## src/design/mpbr_pkg.sv

```systemverilog
// Package for the multi-pattern byte replacer: sizes, types, states.
// No dependencies.
`default_nettype none
package mpbr_pkg;
   localparam int NUM_PATTERNS_DEF = 8;
   localparam int MAX_LEN_DEF = 16;
   localparam int QUEUE_DEPTH = 2;

   typedef enum logic [0:0] {
      KIND_DATA  = 1'b0,
      KIND_TABLE = 1'b1
   } kind_type;

   typedef enum logic [1:0] {
      ST_IDLE   = 2'd0,
      ST_SEARCH = 2'd1,
      ST_EMIT   = 2'd2
   } back_state_type;
endpackage
`default_nettype wire

```

## src/design/mpbr_if.sv

```systemverilog
// Valid/ready channel interfaces for request, response and csr.
// No dependencies.
`default_nettype none
interface mpbr_req_if;
   logic       valid;
   logic       ready;
   logic       kind;
   logic [7:0] data_byte;
   logic       last;
   logic [2:0] pattern_index;
   logic [3:0] pattern_pos;
   logic [7:0] search_byte;
   logic [7:0] replace_byte;
   logic [4:0] pattern_length;
   modport source (output valid, kind, data_byte, last, pattern_index, pattern_pos,
      search_byte, replace_byte, pattern_length, input ready);
   modport sink (input valid, kind, data_byte, last, pattern_index, pattern_pos,
      search_byte, replace_byte, pattern_length, output ready);
endinterface

interface mpbr_rsp_if;
   logic        valid;
   logic        ready;
   logic [7:0]  out_byte;
   logic        replaced;
   logic        out_last;
   logic [31:0] patch_count;
   modport source (output valid, out_byte, replaced, out_last, patch_count, input ready);
   modport sink (input valid, out_byte, replaced, out_last, patch_count, output ready);
endinterface

interface mpbr_csr_if;
   logic       valid;
   logic       ready;
   logic [3:0] active_patterns;
   modport source (output valid, active_patterns, input ready);
   modport sink (input valid, active_patterns, output ready);
endinterface
`default_nettype wire

```

## src/design/mpbr_ram.sv

```systemverilog
// Generic single-port-write, one-read RAM with registered read.
// No dependencies.
`default_nettype none
module mpbr_ram #(
   parameter int WIDTH = 8,
   parameter int DEPTH = 128
) (
   input  wire logic                     clock,
   input  wire logic                     wr_en,
   input  wire logic [$clog2(DEPTH)-1:0] wr_addr,
   input  wire logic [WIDTH-1:0]         wr_data,
   input  wire logic [$clog2(DEPTH)-1:0] rd_addr,
   output logic [WIDTH-1:0]              rd_data
);
   logic [WIDTH-1:0] mem_ff [DEPTH];
   always_ff @(posedge clock) begin
      if (wr_en) begin
         mem_ff[wr_addr] <= wr_data;
      end
      rd_data <= mem_ff[rd_addr];
   end
endmodule
`default_nettype wire

```

## src/design/mpbr_front.sv

```systemverilog
// Front end: accepts requests and pushes them into a short queue.
// Depends on mpbr_pkg.
`default_nettype none
module mpbr_front import mpbr_pkg::*; #(
   parameter int DEPTH = QUEUE_DEPTH
) (
   input  wire logic   clock,
   input  wire logic   reset,
   mpbr_req_if.sink    req,
   input  wire logic   pop,
   output logic        q_valid,
   output logic [37:0] q_data
);
   localparam int AW = (DEPTH > 1) ? $clog2(DEPTH) : 1;
   logic [37:0]   q_ff [DEPTH];
   logic [AW-1:0] wp_ff, rp_ff;
   logic [AW:0]   cnt_ff;
   logic          push;

   assign req.ready = (cnt_ff != (AW+1)'(DEPTH));
   assign push      = req.valid && req.ready;
   assign q_valid   = (cnt_ff != '0);
   assign q_data    = q_ff[rp_ff];

   always_ff @(posedge clock) begin
      if (push) begin
         q_ff[wp_ff] <= {req.kind, req.data_byte, req.last, req.pattern_index,
            req.pattern_pos, req.search_byte, req.replace_byte, req.pattern_length};
      end
      if (reset) begin
         wp_ff <= '0; rp_ff <= '0; cnt_ff <= '0;
      end else begin
         if (push) wp_ff <= (wp_ff == AW'(DEPTH-1)) ? '0 : wp_ff + 1'b1;
         if (pop) rp_ff <= (rp_ff == AW'(DEPTH-1)) ? '0 : rp_ff + 1'b1;
         cnt_ff <= cnt_ff + (AW+1)'(push) - (AW+1)'(pop);
      end
   end
endmodule
`default_nettype wire

```

## src/design/mpbr_back.sv

```systemverilog
// Back end: pattern tables, lookahead window, match search and output.
// Depends on mpbr_pkg and mpbr_ram.
`default_nettype none
module mpbr_back import mpbr_pkg::*; #(
   parameter int NUM_PATTERNS = NUM_PATTERNS_DEF,
   parameter int MAX_LEN = MAX_LEN_DEF
) (
   input  wire logic   clock,
   input  wire logic   reset,
   input  wire logic   q_valid,
   input  wire logic [37:0] q_data,
   output logic        pop,
   input  wire logic [3:0] active_patterns,
   mpbr_rsp_if.source  rsp
);
   localparam int LW = $clog2(MAX_LEN + 1);
   localparam int PW = (MAX_LEN > 1) ? $clog2(MAX_LEN) : 1;
   localparam int IW = (NUM_PATTERNS > 1) ? $clog2(NUM_PATTERNS) : 1;
   localparam int TD = NUM_PATTERNS * MAX_LEN;
   localparam int TW = $clog2(TD) > 0 ? $clog2(TD) : 1;

   logic       q_kind, q_last;
   logic [7:0] q_byte, q_sb, q_rb;
   logic [2:0] q_idx;
   logic [3:0] q_pos;
   logic [4:0] q_len;
   assign {q_kind, q_byte, q_last, q_idx, q_pos, q_sb, q_rb, q_len} = q_data;

   back_state_type state_ff, state_in;
   logic [7:0]    win_ff [MAX_LEN];
   logic [LW-1:0] fill_ff, fill_in;
   logic [LW-1:0] len_ff [NUM_PATTERNS];
   logic [31:0]   cnt_ff, cnt_in;
   logic          flush_ff, flush_in;
   logic [IW:0]   pi_ff, pi_in;           // pattern under test
   logic [PW:0]   bj_ff, bj_in;           // byte under test
   logic          ok_ff, ok_in;
   logic          best_v_ff, best_v_in;
   logic [IW-1:0] best_ff, best_in;
   logic [LW-1:0] blen_ff, blen_in;
   logic          rd_pend_ff, rd_pend_in; // table read in flight
   logic [PW:0]   ej_ff, ej_in;           // emit position
   logic [LW-1:0] drop;
   logic          do_drop;
   logic [IW:0]   act;
   logic          tbl_we;
   logic [TW-1:0] rd_addr, wr_addr;
   logic [7:0]    s_rd, r_rd;
   logic [LW-1:0] cur_len;
   logic [LW-1:0] w_len;

   assign act = (active_patterns > 4'(NUM_PATTERNS)) ? (IW+1)'(NUM_PATTERNS)
      : (IW+1)'(active_patterns);
   assign tbl_we = (state_ff == ST_IDLE) && q_valid && (q_kind == KIND_TABLE)
      && ({1'b0, q_idx} < 4'(NUM_PATTERNS)) && ({1'b0, q_pos} < 5'(MAX_LEN));
   assign wr_addr = TW'(q_idx) * TW'(MAX_LEN) + TW'(q_pos);
   assign w_len = (q_len > 5'(MAX_LEN)) ? LW'(MAX_LEN) : LW'(q_len);
   assign cur_len = len_ff[pi_ff[IW-1:0]];

   mpbr_ram #(.WIDTH(8), .DEPTH(TD)) u_search (.clock(clock), .wr_en(tbl_we),
      .wr_addr(wr_addr), .wr_data(q_sb), .rd_addr(rd_addr), .rd_data(s_rd));
   mpbr_ram #(.WIDTH(8), .DEPTH(TD)) u_replace (.clock(clock), .wr_en(tbl_we),
      .wr_addr(wr_addr), .wr_data(q_rb), .rd_addr(rd_addr), .rd_data(r_rd));

   always_comb begin
      state_in = state_ff; fill_in = fill_ff; cnt_in = cnt_ff; flush_in = flush_ff;
      pi_in = pi_ff; bj_in = bj_ff; ok_in = ok_ff; best_v_in = best_v_ff;
      best_in = best_ff; blen_in = blen_ff; rd_pend_in = 1'b0; ej_in = ej_ff;
      pop = 1'b0; do_drop = 1'b0; drop = '0;
      rsp.valid = 1'b0; rsp.out_byte = win_ff[0]; rsp.replaced = 1'b0;
      rsp.out_last = 1'b0; rsp.patch_count = '0;
      rd_addr = TW'(pi_ff[IW-1:0]) * TW'(MAX_LEN) + TW'(bj_ff[PW-1:0]);
      case (state_ff)
         ST_IDLE: begin
            if (q_valid) begin
               pop = 1'b1;
               if (q_kind == KIND_DATA) begin
                  if (fill_ff < LW'(MAX_LEN)) fill_in = fill_ff + 1'b1;
                  flush_in = q_last;
                  if (q_last || (fill_ff + 1'b1 >= LW'(MAX_LEN))) begin
                     state_in = ST_SEARCH;
                     pi_in = '0; bj_in = '0; ok_in = 1'b1; best_v_in = 1'b0;
                  end
               end
            end
         end
         ST_SEARCH: begin
            if (pi_ff >= act) begin
               state_in = ST_EMIT; ej_in = '0; rd_pend_in = 1'b0;
               bj_in = '0; pi_in = (IW+1)'(best_ff);
            end else if (cur_len == '0 || cur_len > fill_ff
                  || (best_v_ff && cur_len >= blen_ff)
                  || (!rd_pend_ff && !ok_ff)) begin
               pi_in = pi_ff + 1'b1; bj_in = '0; ok_in = 1'b1;
            end else if (!rd_pend_ff) begin
               rd_pend_in = 1'b1;
            end else begin
               if (s_rd != win_ff[bj_ff[PW-1:0]]) begin
                  ok_in = 1'b0;
               end else if (bj_ff + 1'b1 == (PW+1)'(cur_len)) begin
                  best_v_in = 1'b1; best_in = pi_ff[IW-1:0]; blen_in = cur_len;
                  ok_in = 1'b0;
               end else begin
                  bj_in = bj_ff + 1'b1;
               end
            end
         end
         ST_EMIT: begin
            if (!best_v_ff) begin
               rsp.valid = 1'b1;
               rsp.out_last = flush_ff && (fill_ff == LW'(1));
               rsp.patch_count = rsp.out_last ? cnt_ff : '0;
               if (rsp.ready) begin
                  do_drop = 1'b1; drop = LW'(1);
               end
            end else if (!rd_pend_ff) begin
               rd_addr = TW'(best_ff) * TW'(MAX_LEN) + TW'(ej_ff[PW-1:0]);
               rd_pend_in = 1'b1;
            end else begin
               rd_addr = TW'(best_ff) * TW'(MAX_LEN) + TW'(ej_ff[PW-1:0]);
               rsp.valid = 1'b1; rsp.out_byte = r_rd; rsp.replaced = 1'b1;
               rsp.out_last = flush_ff && (fill_ff == blen_ff)
                  && (ej_ff + 1'b1 == (PW+1)'(blen_ff));
               rsp.patch_count = rsp.out_last
                  ? ((cnt_ff == '1) ? cnt_ff : cnt_ff + 1'b1) : '0;
               rd_pend_in = 1'b1;
               if (rsp.ready) begin
                  rd_pend_in = 1'b0;
                  ej_in = ej_ff + 1'b1;
                  if (ej_ff + 1'b1 == (PW+1)'(blen_ff)) begin
                     do_drop = 1'b1; drop = blen_ff;
                     if (cnt_ff != '1) cnt_in = cnt_ff + 1'b1;
                  end
               end
            end
            if (do_drop) begin
               fill_in = fill_ff - drop;
               if (flush_ff && fill_in != '0) begin
                  state_in = ST_SEARCH;
                  pi_in = '0; bj_in = '0; ok_in = 1'b1; best_v_in = 1'b0;
               end else begin
                  state_in = ST_IDLE;
                  if (flush_ff) begin
                     cnt_in = '0; flush_in = 1'b0;
                  end
               end
            end
         end
         default: state_in = ST_IDLE;
      endcase
   end

   always_ff @(posedge clock) begin
      if (state_ff == ST_IDLE && q_valid && q_kind == KIND_DATA && fill_ff < LW'(MAX_LEN))
         win_ff[fill_ff[PW-1:0]] <= q_byte;
      if (do_drop) begin
         for (int i = 0; i < MAX_LEN; i++) begin
            if (LW'(i) + drop < LW'(MAX_LEN))
               win_ff[i] <= win_ff[PW'(LW'(i) + drop)];
         end
      end
      pi_ff <= pi_in; bj_ff <= bj_in; ok_ff <= ok_in;
      best_ff <= best_in; blen_ff <= blen_in; ej_ff <= ej_in;
      if (reset) begin
         state_ff <= ST_IDLE; fill_ff <= '0; cnt_ff <= '0; flush_ff <= 1'b0;
         best_v_ff <= 1'b0; rd_pend_ff <= 1'b0;
         for (int k = 0; k < NUM_PATTERNS; k++) len_ff[k] <= '0;
      end else begin
         state_ff <= state_in; fill_ff <= fill_in; cnt_ff <= cnt_in;
         flush_ff <= flush_in; best_v_ff <= best_v_in; rd_pend_ff <= rd_pend_in;
         if (state_ff == ST_IDLE && q_valid && q_kind == KIND_TABLE
               && {1'b0, q_idx} < 4'(NUM_PATTERNS))
            len_ff[q_idx[IW-1:0]] <= w_len;
      end
   end
endmodule
`default_nettype wire

```

## src/design/multi_pattern_byte_replacer_core.sv

```systemverilog
// Top level of the multi-pattern byte replacer.
// Depends on mpbr_pkg, the channel interfaces, mpbr_front and mpbr_back.
//
// Usage:
//  req channel carries data bytes (kind 0) and pattern table writes (kind 1).
//  rsp channel returns the patched byte stream; out_last marks the final
//  byte of a buffer and then patch_count holds the saturating patch count.
//  csr channel writes active_patterns; write only while the block is idle.
// Sequencing:
//  The front end queues up to two requests. The back end takes one at a time.
//  A table write or a byte that does not complete the window is taken in
//  IDLE. A decision scans patterns serially through the shared read address
//  of the two pattern RAMs: it skips a pattern, or reads and compares its
//  bytes one at a time and then moves on, closes the scan, then emits each
//  replaced byte after a read of the replace RAM or passes a byte directly.
//  The last byte runs decisions until the window is empty.
// Reset: clears the window fill, lengths, counter and queue; table contents
//  stay undefined until written.
// Stall: rsp.valid holds with stable data until rsp.ready; the queue keeps
//  accepting requests until it is full.
`default_nettype none
module multi_pattern_byte_replacer_core import mpbr_pkg::*; #(
   parameter int NUM_PATTERNS = NUM_PATTERNS_DEF,
   parameter int MAX_LEN = MAX_LEN_DEF
) (
   input wire logic clock,
   input wire logic reset,
   mpbr_req_if.sink   req,
   mpbr_rsp_if.source rsp,
   mpbr_csr_if.sink   csr
);
   logic [3:0]  active_ff;
   logic        pop, q_valid;
   logic [37:0] q_data;

   // csr is always ready
   assign csr.ready = 1'b1;
   always_ff @(posedge clock) begin
      if (reset) active_ff <= '0;
      else if (csr.valid) active_ff <= csr.active_patterns;
   end

   mpbr_front u_front (.clock(clock), .reset(reset), .req(req), .pop(pop),
      .q_valid(q_valid), .q_data(q_data));

   mpbr_back #(.NUM_PATTERNS(NUM_PATTERNS), .MAX_LEN(MAX_LEN)) u_back (
      .clock(clock), .reset(reset), .q_valid(q_valid), .q_data(q_data), .pop(pop),
      .active_patterns(active_ff), .rsp(rsp));
endmodule
`default_nettype wire

```

## src/flat_wrapper.sv

```systemverilog
// flat-port wrapper written by rule: the top's interface ports become plain ports
module multi_pattern_byte_replacer_core_flat import mpbr_pkg::*;
#(
   parameter int NUM_PATTERNS = NUM_PATTERNS_DEF,
   parameter int MAX_LEN = MAX_LEN_DEF
)
  (clock, reset, req_valid, req_kind, req_data_byte, req_last, req_pattern_index, req_pattern_pos, req_search_byte, req_replace_byte, req_pattern_length, req_ready, rsp_valid, rsp_out_byte, rsp_replaced, rsp_out_last, rsp_patch_count, rsp_ready, csr_valid, csr_active_patterns, csr_ready);
  mpbr_req_if req_i ();
  mpbr_rsp_if rsp_i ();
  mpbr_csr_if csr_i ();
  input wire logic clock;
  input wire logic reset;
  input wire logic [$bits(req_i.valid)-1:0] req_valid;
  input wire logic [$bits(req_i.kind)-1:0] req_kind;
  input wire logic [$bits(req_i.data_byte)-1:0] req_data_byte;
  input wire logic [$bits(req_i.last)-1:0] req_last;
  input wire logic [$bits(req_i.pattern_index)-1:0] req_pattern_index;
  input wire logic [$bits(req_i.pattern_pos)-1:0] req_pattern_pos;
  input wire logic [$bits(req_i.search_byte)-1:0] req_search_byte;
  input wire logic [$bits(req_i.replace_byte)-1:0] req_replace_byte;
  input wire logic [$bits(req_i.pattern_length)-1:0] req_pattern_length;
  output wire logic [$bits(req_i.ready)-1:0] req_ready;
  output wire logic [$bits(rsp_i.valid)-1:0] rsp_valid;
  output wire logic [$bits(rsp_i.out_byte)-1:0] rsp_out_byte;
  output wire logic [$bits(rsp_i.replaced)-1:0] rsp_replaced;
  output wire logic [$bits(rsp_i.out_last)-1:0] rsp_out_last;
  output wire logic [$bits(rsp_i.patch_count)-1:0] rsp_patch_count;
  input wire logic [$bits(rsp_i.ready)-1:0] rsp_ready;
  input wire logic [$bits(csr_i.valid)-1:0] csr_valid;
  input wire logic [$bits(csr_i.active_patterns)-1:0] csr_active_patterns;
  output wire logic [$bits(csr_i.ready)-1:0] csr_ready;
  assign req_i.valid = req_valid;
  assign req_i.kind = req_kind;
  assign req_i.data_byte = req_data_byte;
  assign req_i.last = req_last;
  assign req_i.pattern_index = req_pattern_index;
  assign req_i.pattern_pos = req_pattern_pos;
  assign req_i.search_byte = req_search_byte;
  assign req_i.replace_byte = req_replace_byte;
  assign req_i.pattern_length = req_pattern_length;
  assign req_ready = req_i.ready;
  assign rsp_valid = rsp_i.valid;
  assign rsp_out_byte = rsp_i.out_byte;
  assign rsp_replaced = rsp_i.replaced;
  assign rsp_out_last = rsp_i.out_last;
  assign rsp_patch_count = rsp_i.patch_count;
  assign rsp_i.ready = rsp_ready;
  assign csr_i.valid = csr_valid;
  assign csr_i.active_patterns = csr_active_patterns;
  assign csr_ready = csr_i.ready;
  multi_pattern_byte_replacer_core #(.NUM_PATTERNS(NUM_PATTERNS), .MAX_LEN(MAX_LEN)) u_core (.clock(clock), .reset(reset), .req(req_i), .rsp(rsp_i), .csr(csr_i));
endmodule
```

## config.mk

```make
export PLATFORM = sky130hd
export DESIGN_NAME = multi_pattern_byte_replacer_core_flat
export DESIGN_NICKNAME = d
export VERILOG_FILES = /design/src/design/mpbr_pkg.sv /design/src/design/mpbr_if.sv /design/src/design/mpbr_ram.sv /design/src/design/mpbr_front.sv /design/src/design/mpbr_back.sv /design/src/design/multi_pattern_byte_replacer_core.sv /design/src/flat_wrapper.sv
export SDC_FILE = /design/constraint.sdc
export NUM_CORES = 2
export LEC_CHECK = 0
export BUFFER_PORTS_ARGS = -buffer_cell sky130_fd_sc_hd__buf_2
export CORE_MARGIN = 4
export CORE_UTILIZATION = 60
export DETAILED_ROUTE_END_ITERATION = 10
export GPL_TIMING_DRIVEN = 0
export MAX_ROUTING_LAYER = met4
export PLACE_DENSITY = 0.82
export SLEW_MARGIN = 40
export SYNTH_ARGS = -nofsm -noshare
export SYNTH_HDL_FRONTEND = slang
export SYNTH_SLANG_ARGS = --single-unit
```

## constraint.sdc

```tcl
create_clock -name clock -period 7.9 [get_ports clock]
set_input_delay 1.58 -clock clock [delete_from_list [all_inputs] [get_ports clock]]
set_output_delay 1.58 -clock clock [all_outputs]
set_load 0.01 [all_outputs]
```

## Word-level counts from Yosys, hierarchy flattened

Memories as Yosys holds them, arrays and structs flattened. A register that Yosys moved wholly into a read port is not among the register bits.
Index checks and enable logic that the tools add are counted.

| storage, ports and cells | value |
|---|---|
| bits in registers | 73 |
| RAM bits | 2292 |
| input bits | 47 |
| output and inout bits | 45 |
| word-level logic and storage cells | 328 |
| memories | 5 |

Memories:

| name | depth | width | rd ports | clocked after memory_dff | write ports | RTL line | RTL |
|---|---|---|---|---|---|---|---|
| u_core.u_back.u_replace.mem_ff | 128 | 8 | 1 | 1 | 1 | mpbr_ram.sv:15 | `logic [WIDTH-1:0] mem_ff [DEPTH];` |
| u_core.u_back.u_search.mem_ff | 128 | 8 | 1 | 1 | 1 | mpbr_ram.sv:15 |  |
| u_core.u_back.win_ff | 16 | 8 | 18 | 1 | 16 | mpbr_back.sv:30 | `logic [7:0] win_ff [MAX_LEN];` |
| u_core.u_front.q_ff | 2 | 38 | 1 | 1 | 1 | mpbr_front.sv:15 | `logic [37:0] q_ff [DEPTH];` |
| u_core.u_back.len_ff | 8 | 5 | 1 | 1 | 8 | mpbr_back.sv:32 | `logic [LW-1:0] len_ff [NUM_PATTERNS];` |

| operators by class | value |
|---|---|
| $add $sub $neg | 28 |
| order comparisons | 23 |
| equality and inequality tests | 32 |
| muxes and demuxes | 185 |
| bitwise logic cells | 4 |
| reduce and logical (&&, ||, !) cells | 35 |

Operator list:

| cell | count |
|---|---|
| 32-bit two-way mux | 14 |
| 5-bit two-way mux | 26 |
| 1-bit two-way mux | 113 |
| 5-bit less-than comparator, second input constant | 17 |
| 4-bit by 5-bit adder with 5-bit output, first input constant | 8 |
| 4-bit two-way mux | 10 |
| 32-bit by 1-bit adder with 32-bit output, second input constant | 1 |
| 32-bit == test, second input constant | 1 |
| 8-bit two-way mux | 4 |
| 2-bit != test, second input constant | 16 |
| 32-bit != test, second input constant | 1 |
| 7-bit by 4-bit adder with 7-bit output | 3 |
| 3-bit by 5-bit adder with 5-bit output, first input constant | 4 |
| 5-bit case mux with 2 select lines | 2 |
| 5-bit AND reduction | 4 |
| 9-bit AND reduction | 2 |
| 4-bit != test, second input constant | 4 |
| 5-bit by 1-bit adder with 5-bit output, second input constant | 3 |
| 5-bit == test | 3 |
| 5-bit case mux with 3 select lines | 1 |
| 7-bit two-way mux | 2 |
| 4-bit case mux with 3 select lines | 1 |
| 1-bit logical AND | 11 |
| 11-bit AND reduction | 1 |
| 36 further kinds | 55 |

## Depth between registers and ports, before layout

| logic depth | value |
|---|---|
| word-level depth | 14 |
| gate-level depth with buffers | 19 |
| gate-level depth less buffers | 15 |

## Hierarchy

Synthesis repeated with hierarchy kept, for this count alone.

| unflattened totals | value |
|---|---|
| cell total of the unflattened synthesis | 5986 |
| area total of the unflattened synthesis | 104173.7 um2 |

By module, submodules not included:

| module | instances | cells an instance | area each (um2) |
|---|---|---|---|
| mpbr_ram | 2 | 1635 | 39665.5 |
| mpbr_back | 1 | 2555 | 21697.1 |
| mpbr_front | 1 | 146 | 2994.1 |
| multi_pattern_byte_replacer_core | 1 | 15 | 151.4 |

## Least setup slack after synthesis

Ideal clock, no wire load.

| path | value |
|---|---|
| path type | input-to-reg |
| from | input rsp_ready |
| to | memory u_core.u_back.win_ff[7][0] (enable) |
| data arrival time | 4994 ps |
| data required time | 7543 ps |
| setup slack | 2549 ps |
| stages on the path | 16 |
| path through | and2_1 > clkbuf_1 > and3_1 > a21oi_4 > buf_4 > buf_4 > buf_4 > buf_2 > ha_1 > inv_1 > xnor2_1 > clkbuf_1 > buf_2 > nand2_1 > o21ai_0 > o21ai_0 |

RTL lines:

| item | RTL line | RTL |
|---|---|---|
| start: declaration | flat_wrapper.sv:28 | `input wire logic [$bits(rsp_i.ready)-1:0] rsp_ready;` |
| end: declaration | mpbr_back.sv:30 |  |

==> flow_summary.toml <==
[outcome]
status = "complete, no violations"

[routing]
first_pass_iters = 9
wl_per_cell_um = 38.5
ant_nets = 0
vias = 68354
route.detailed.drc = 0
wirelength_um = 356000
drt_iter0_markers = 12616
vias_per_cell = 7.39

[synthesis]
synthCells = 6351
synth_seq_cells = 2389
yosys-top-cells-area = "edfxtp_1 67%, mux4_2 14%, nand2_1 2.9%"
synth_area_mm2 = 0.104
synth_area_per_cell_um2 = 16.4
yosys.area.top_type = "edfxtp_1"
synth_seq_area_share_pct = 68.0
synth_top_area_share_pct = 66.6
synth-edff-count = 2315
postSynth.asyncResetShare_pct = 0
yosysWarningCount = 0
synth_ff_type = "edfxtp_1"
syn_nets = 6444
yosysUniqueCellTypes = 84

[timing]
setup_viol = 0
final-max-slew-violation-count = 0
rsz0062_at_grt = "no"
max_freq_mhz = 141
fin_skew_ps = 84.7
finalCriticalPeriod_ps = 7100
worstMarginPinSlew_ps = 1030
slew_headroom_pct = 29.0
post-route-period-util_pct = 89.9
hold_viol = 0

[power]
internal_power_uw = 25800
pwr-share-clk_pct = 26.8
pwr-share-seq_pct = 38.4
power_density_mw_per_mm2 = 342
p_leak_uw = 0.0387
switching_share_pct = 36.3
combPwrFrac_pct = 34.8
power_uw = 40400
p_sw_uw = 14700
ir_worst_vdd_uv = 419

[place]
gp_congestion = 1.14
io_buffers = 88
hpwl_um = 235000
dp_cells = 8820

[worst_setup_path]
startpoint_type = "flop"
path_max_fanout = 11
cp.required_ps = 8430
crit_path_cell_trace = "ha_1, xnor2_1, o211ai_2, a211oi_4, nand3_1, inv_2, buf_4, buf_4, buf_1, ha_1, clkbuf_1, nand2_1, and3_1, nor3_2, clkbuf_1, o21ai_0, o31ai_4, buf_6"
slowest_delay_ps = 700
path_class = "reg2reg"
cpMaxStageDelayCell = "clkbuf_1"
end_kind = "flop"
critPathArrivalTime_ps = 7630

[global_routing]
antenna_found_initial = 14
grt_pass1_vias = 66594
grt_pass1_wl_um = 502000
grtUsageTotal_pct = 40.8
grt_max_degree = 97
overflow = 0

[floorplan]
die_area_mm2 = 0.181
rows = 152
die_x_um = 425
coreArea_mm2 = 0.172
boundaryPins = 92
start_util_pct = 60.6
die-height_um = 425

[cts]
postCtsSetupBuffers = 0
numCtsBuffers = 224
cts_tree = "yes"
clockBufferDepth = 3
cts_resized = 0
h-tree-depth = 4
clk_latency_ps = 930
clock-root-buffer = "clkbuf_16"
cts_sinks = 2389
cts.hold.buffers_added = 0
cts.reportedPaths.clkPinSlew_ps = 60

[cells_and_area]
finalNonFillerCells = 9250
drive_gt1_share_pct = 23.5
final_util_pct = 68.6
layout_commonest_cell = "edfxtp_1"
fin_nets = 6832
areaGrowthSynthToFinish_pct = 13.2
layout_common_cells = "2,315 x edfxtp_1, 793 x nand2_1, 672 x mux4_2, 409 x nand3_1, 265 x clkbuf_1"

[run]
maxCapViolations = 0

[hold_path]
hp-class = "reg2reg"
## metrics by stage
stage | setup WS (ps) | TNS [ps] | hold slack (ps) | instance area, um^2
2_1_floorplan | 2550 | 0 | 452 | 104000
5_1_grt | 612 | 0 | 553 | 118000
3_5_place_dp | 330 | 0 | 495 | 111000
4_1_cts | 885 | 0 | 515 | 118000
6_report | 795 | 0 | 524 | 118000
3_3_place_gp | -258 | -6700 | 481 | 108000
## synthesized netlist by cell type (15+ instances only)
library cell	count
edfxtp_1	2315
nand2_1	810
mux4_2	672
nand3_1	409
nor2_1	346
clkbuf_1	275
mux2i_1	199
a21oi_1	157
mux2_2	84
o21ai_0	83
dfxtp_1	74
buf_1	68
xnor2_1	59
a211oi_1	56
a221oi_1	51
buf_2	51
xor2_1	51
and3_1	45
ha_1	45
inv_1	45
and2_1	44
nor3_1	38
a31oi_1	36
nand4_1	27
o22ai_1	24
a2111oi_0	19
or4_1	19
nand2b_1	18
o31ai_1	16
or3_1	15
## critical path, delay by kind of cell, from the launching register on
family	cells	cell delay [ps]
compound gates	4	1540
xor+xnor	1	260
fa+ha+maj	2	630
buf+inv	7	2630
flops	1	500
simple gates	4	1150
## worst paths after layout
check / cells past startpoint / slack (ps) / from / end
worst max-delay path: 18 / 800 / u_core.u_back.ej_ff[0]$_SDFFCE_PN0P_ / u_core.u_back.win_ff[1][7]$_DFFE_PP_
worst min-delay path: 2 / 520 / u_core.u_back.state_ff[0]$_SDFFE_PP0P_ / u_core.u_back.state_ff[0]$_SDFFE_PP0P_
worst max register to register: 18 / 800 / u_core.u_back.ej_ff[0]$_SDFFCE_PN0P_ / u_core.u_back.win_ff[1][7]$_DFFE_PP_
worst min register to register: 2 / 520 / u_core.u_back.state_ff[0]$_SDFFE_PP0P_ / u_core.u_back.state_ff[0]$_SDFFE_PP0P_
## cell type report
type	count	area (um^2)
Sequential cell	2389	71000
Fill cell	10424	54100
Multi-Input combinational cell	3503	33200
Clock buffer	283	6050
Tap cell	2310	2890
Timing Repair Buffer	162	1840
Buffer	409	1810
Clock inverter	130	1210
Inverter	50	188
Antenna cell	14	35.0
## metal layers
metal  global-route usage, %  share of wire [%]
met1                    50.0                 32
met2                    61.4                 46
met3                    10.9                 13
met4                    24.8                8.2
met5                       -                  0
## flip-flops by register name, summed over array words and instances, names as in the netlist, 2 cells and up, named ones only
register,count
u_core.active_ff,4
u_core.u_back.best_ff,3
u_core.u_back.bj_ff,5
u_core.u_back.blen_ff,5
u_core.u_back.cnt_ff,32
u_core.u_back.ej_ff,5
u_core.u_back.fill_ff,5
u_core.u_back.len_ff,40
u_core.u_back.pi_ff,4
u_core.u_back.state_ff,2
u_core.u_back.u_replace.mem_ff,1024
u_core.u_back.u_replace.rd_data,8
u_core.u_back.u_search.mem_ff,1024
u_core.u_back.u_search.rd_data,8
u_core.u_back.win_ff,128
u_core.u_front.cnt_ff,2
u_core.u_front.q_ff,76
## cells by family after synthesis
| group | Yosys count | share of synthesized area [%] |
|---|---|---|
| buffers and inverters | 459 | 1.78 |
| DFF | 2389 | 68.0 |
| adders and majority gates | 46 | 0.558 |
| other | 1 | 0.00359 |
| and+or+nand+nor | 1821 | 7.67 |
| xor gates and xnor gates | 114 | 0.985 |
| AOI/OAI and AO/OA | 565 | 3.68 |
| muxes | 956 | 17.3 |
## power groups by stage
stage	registers, uW	logic, uW	clock network (uW)
2_1_floorplan	15600	7910	0
3_3_place_gp	15900	12300	0
3_5_place_dp	15800	13100	0
4_1_cts	15500	13500	10800
5_1_grt	15500	14400	11400
6_report	15500	14100	10800
No activity file was read; power rests on OpenSTA's default activity.
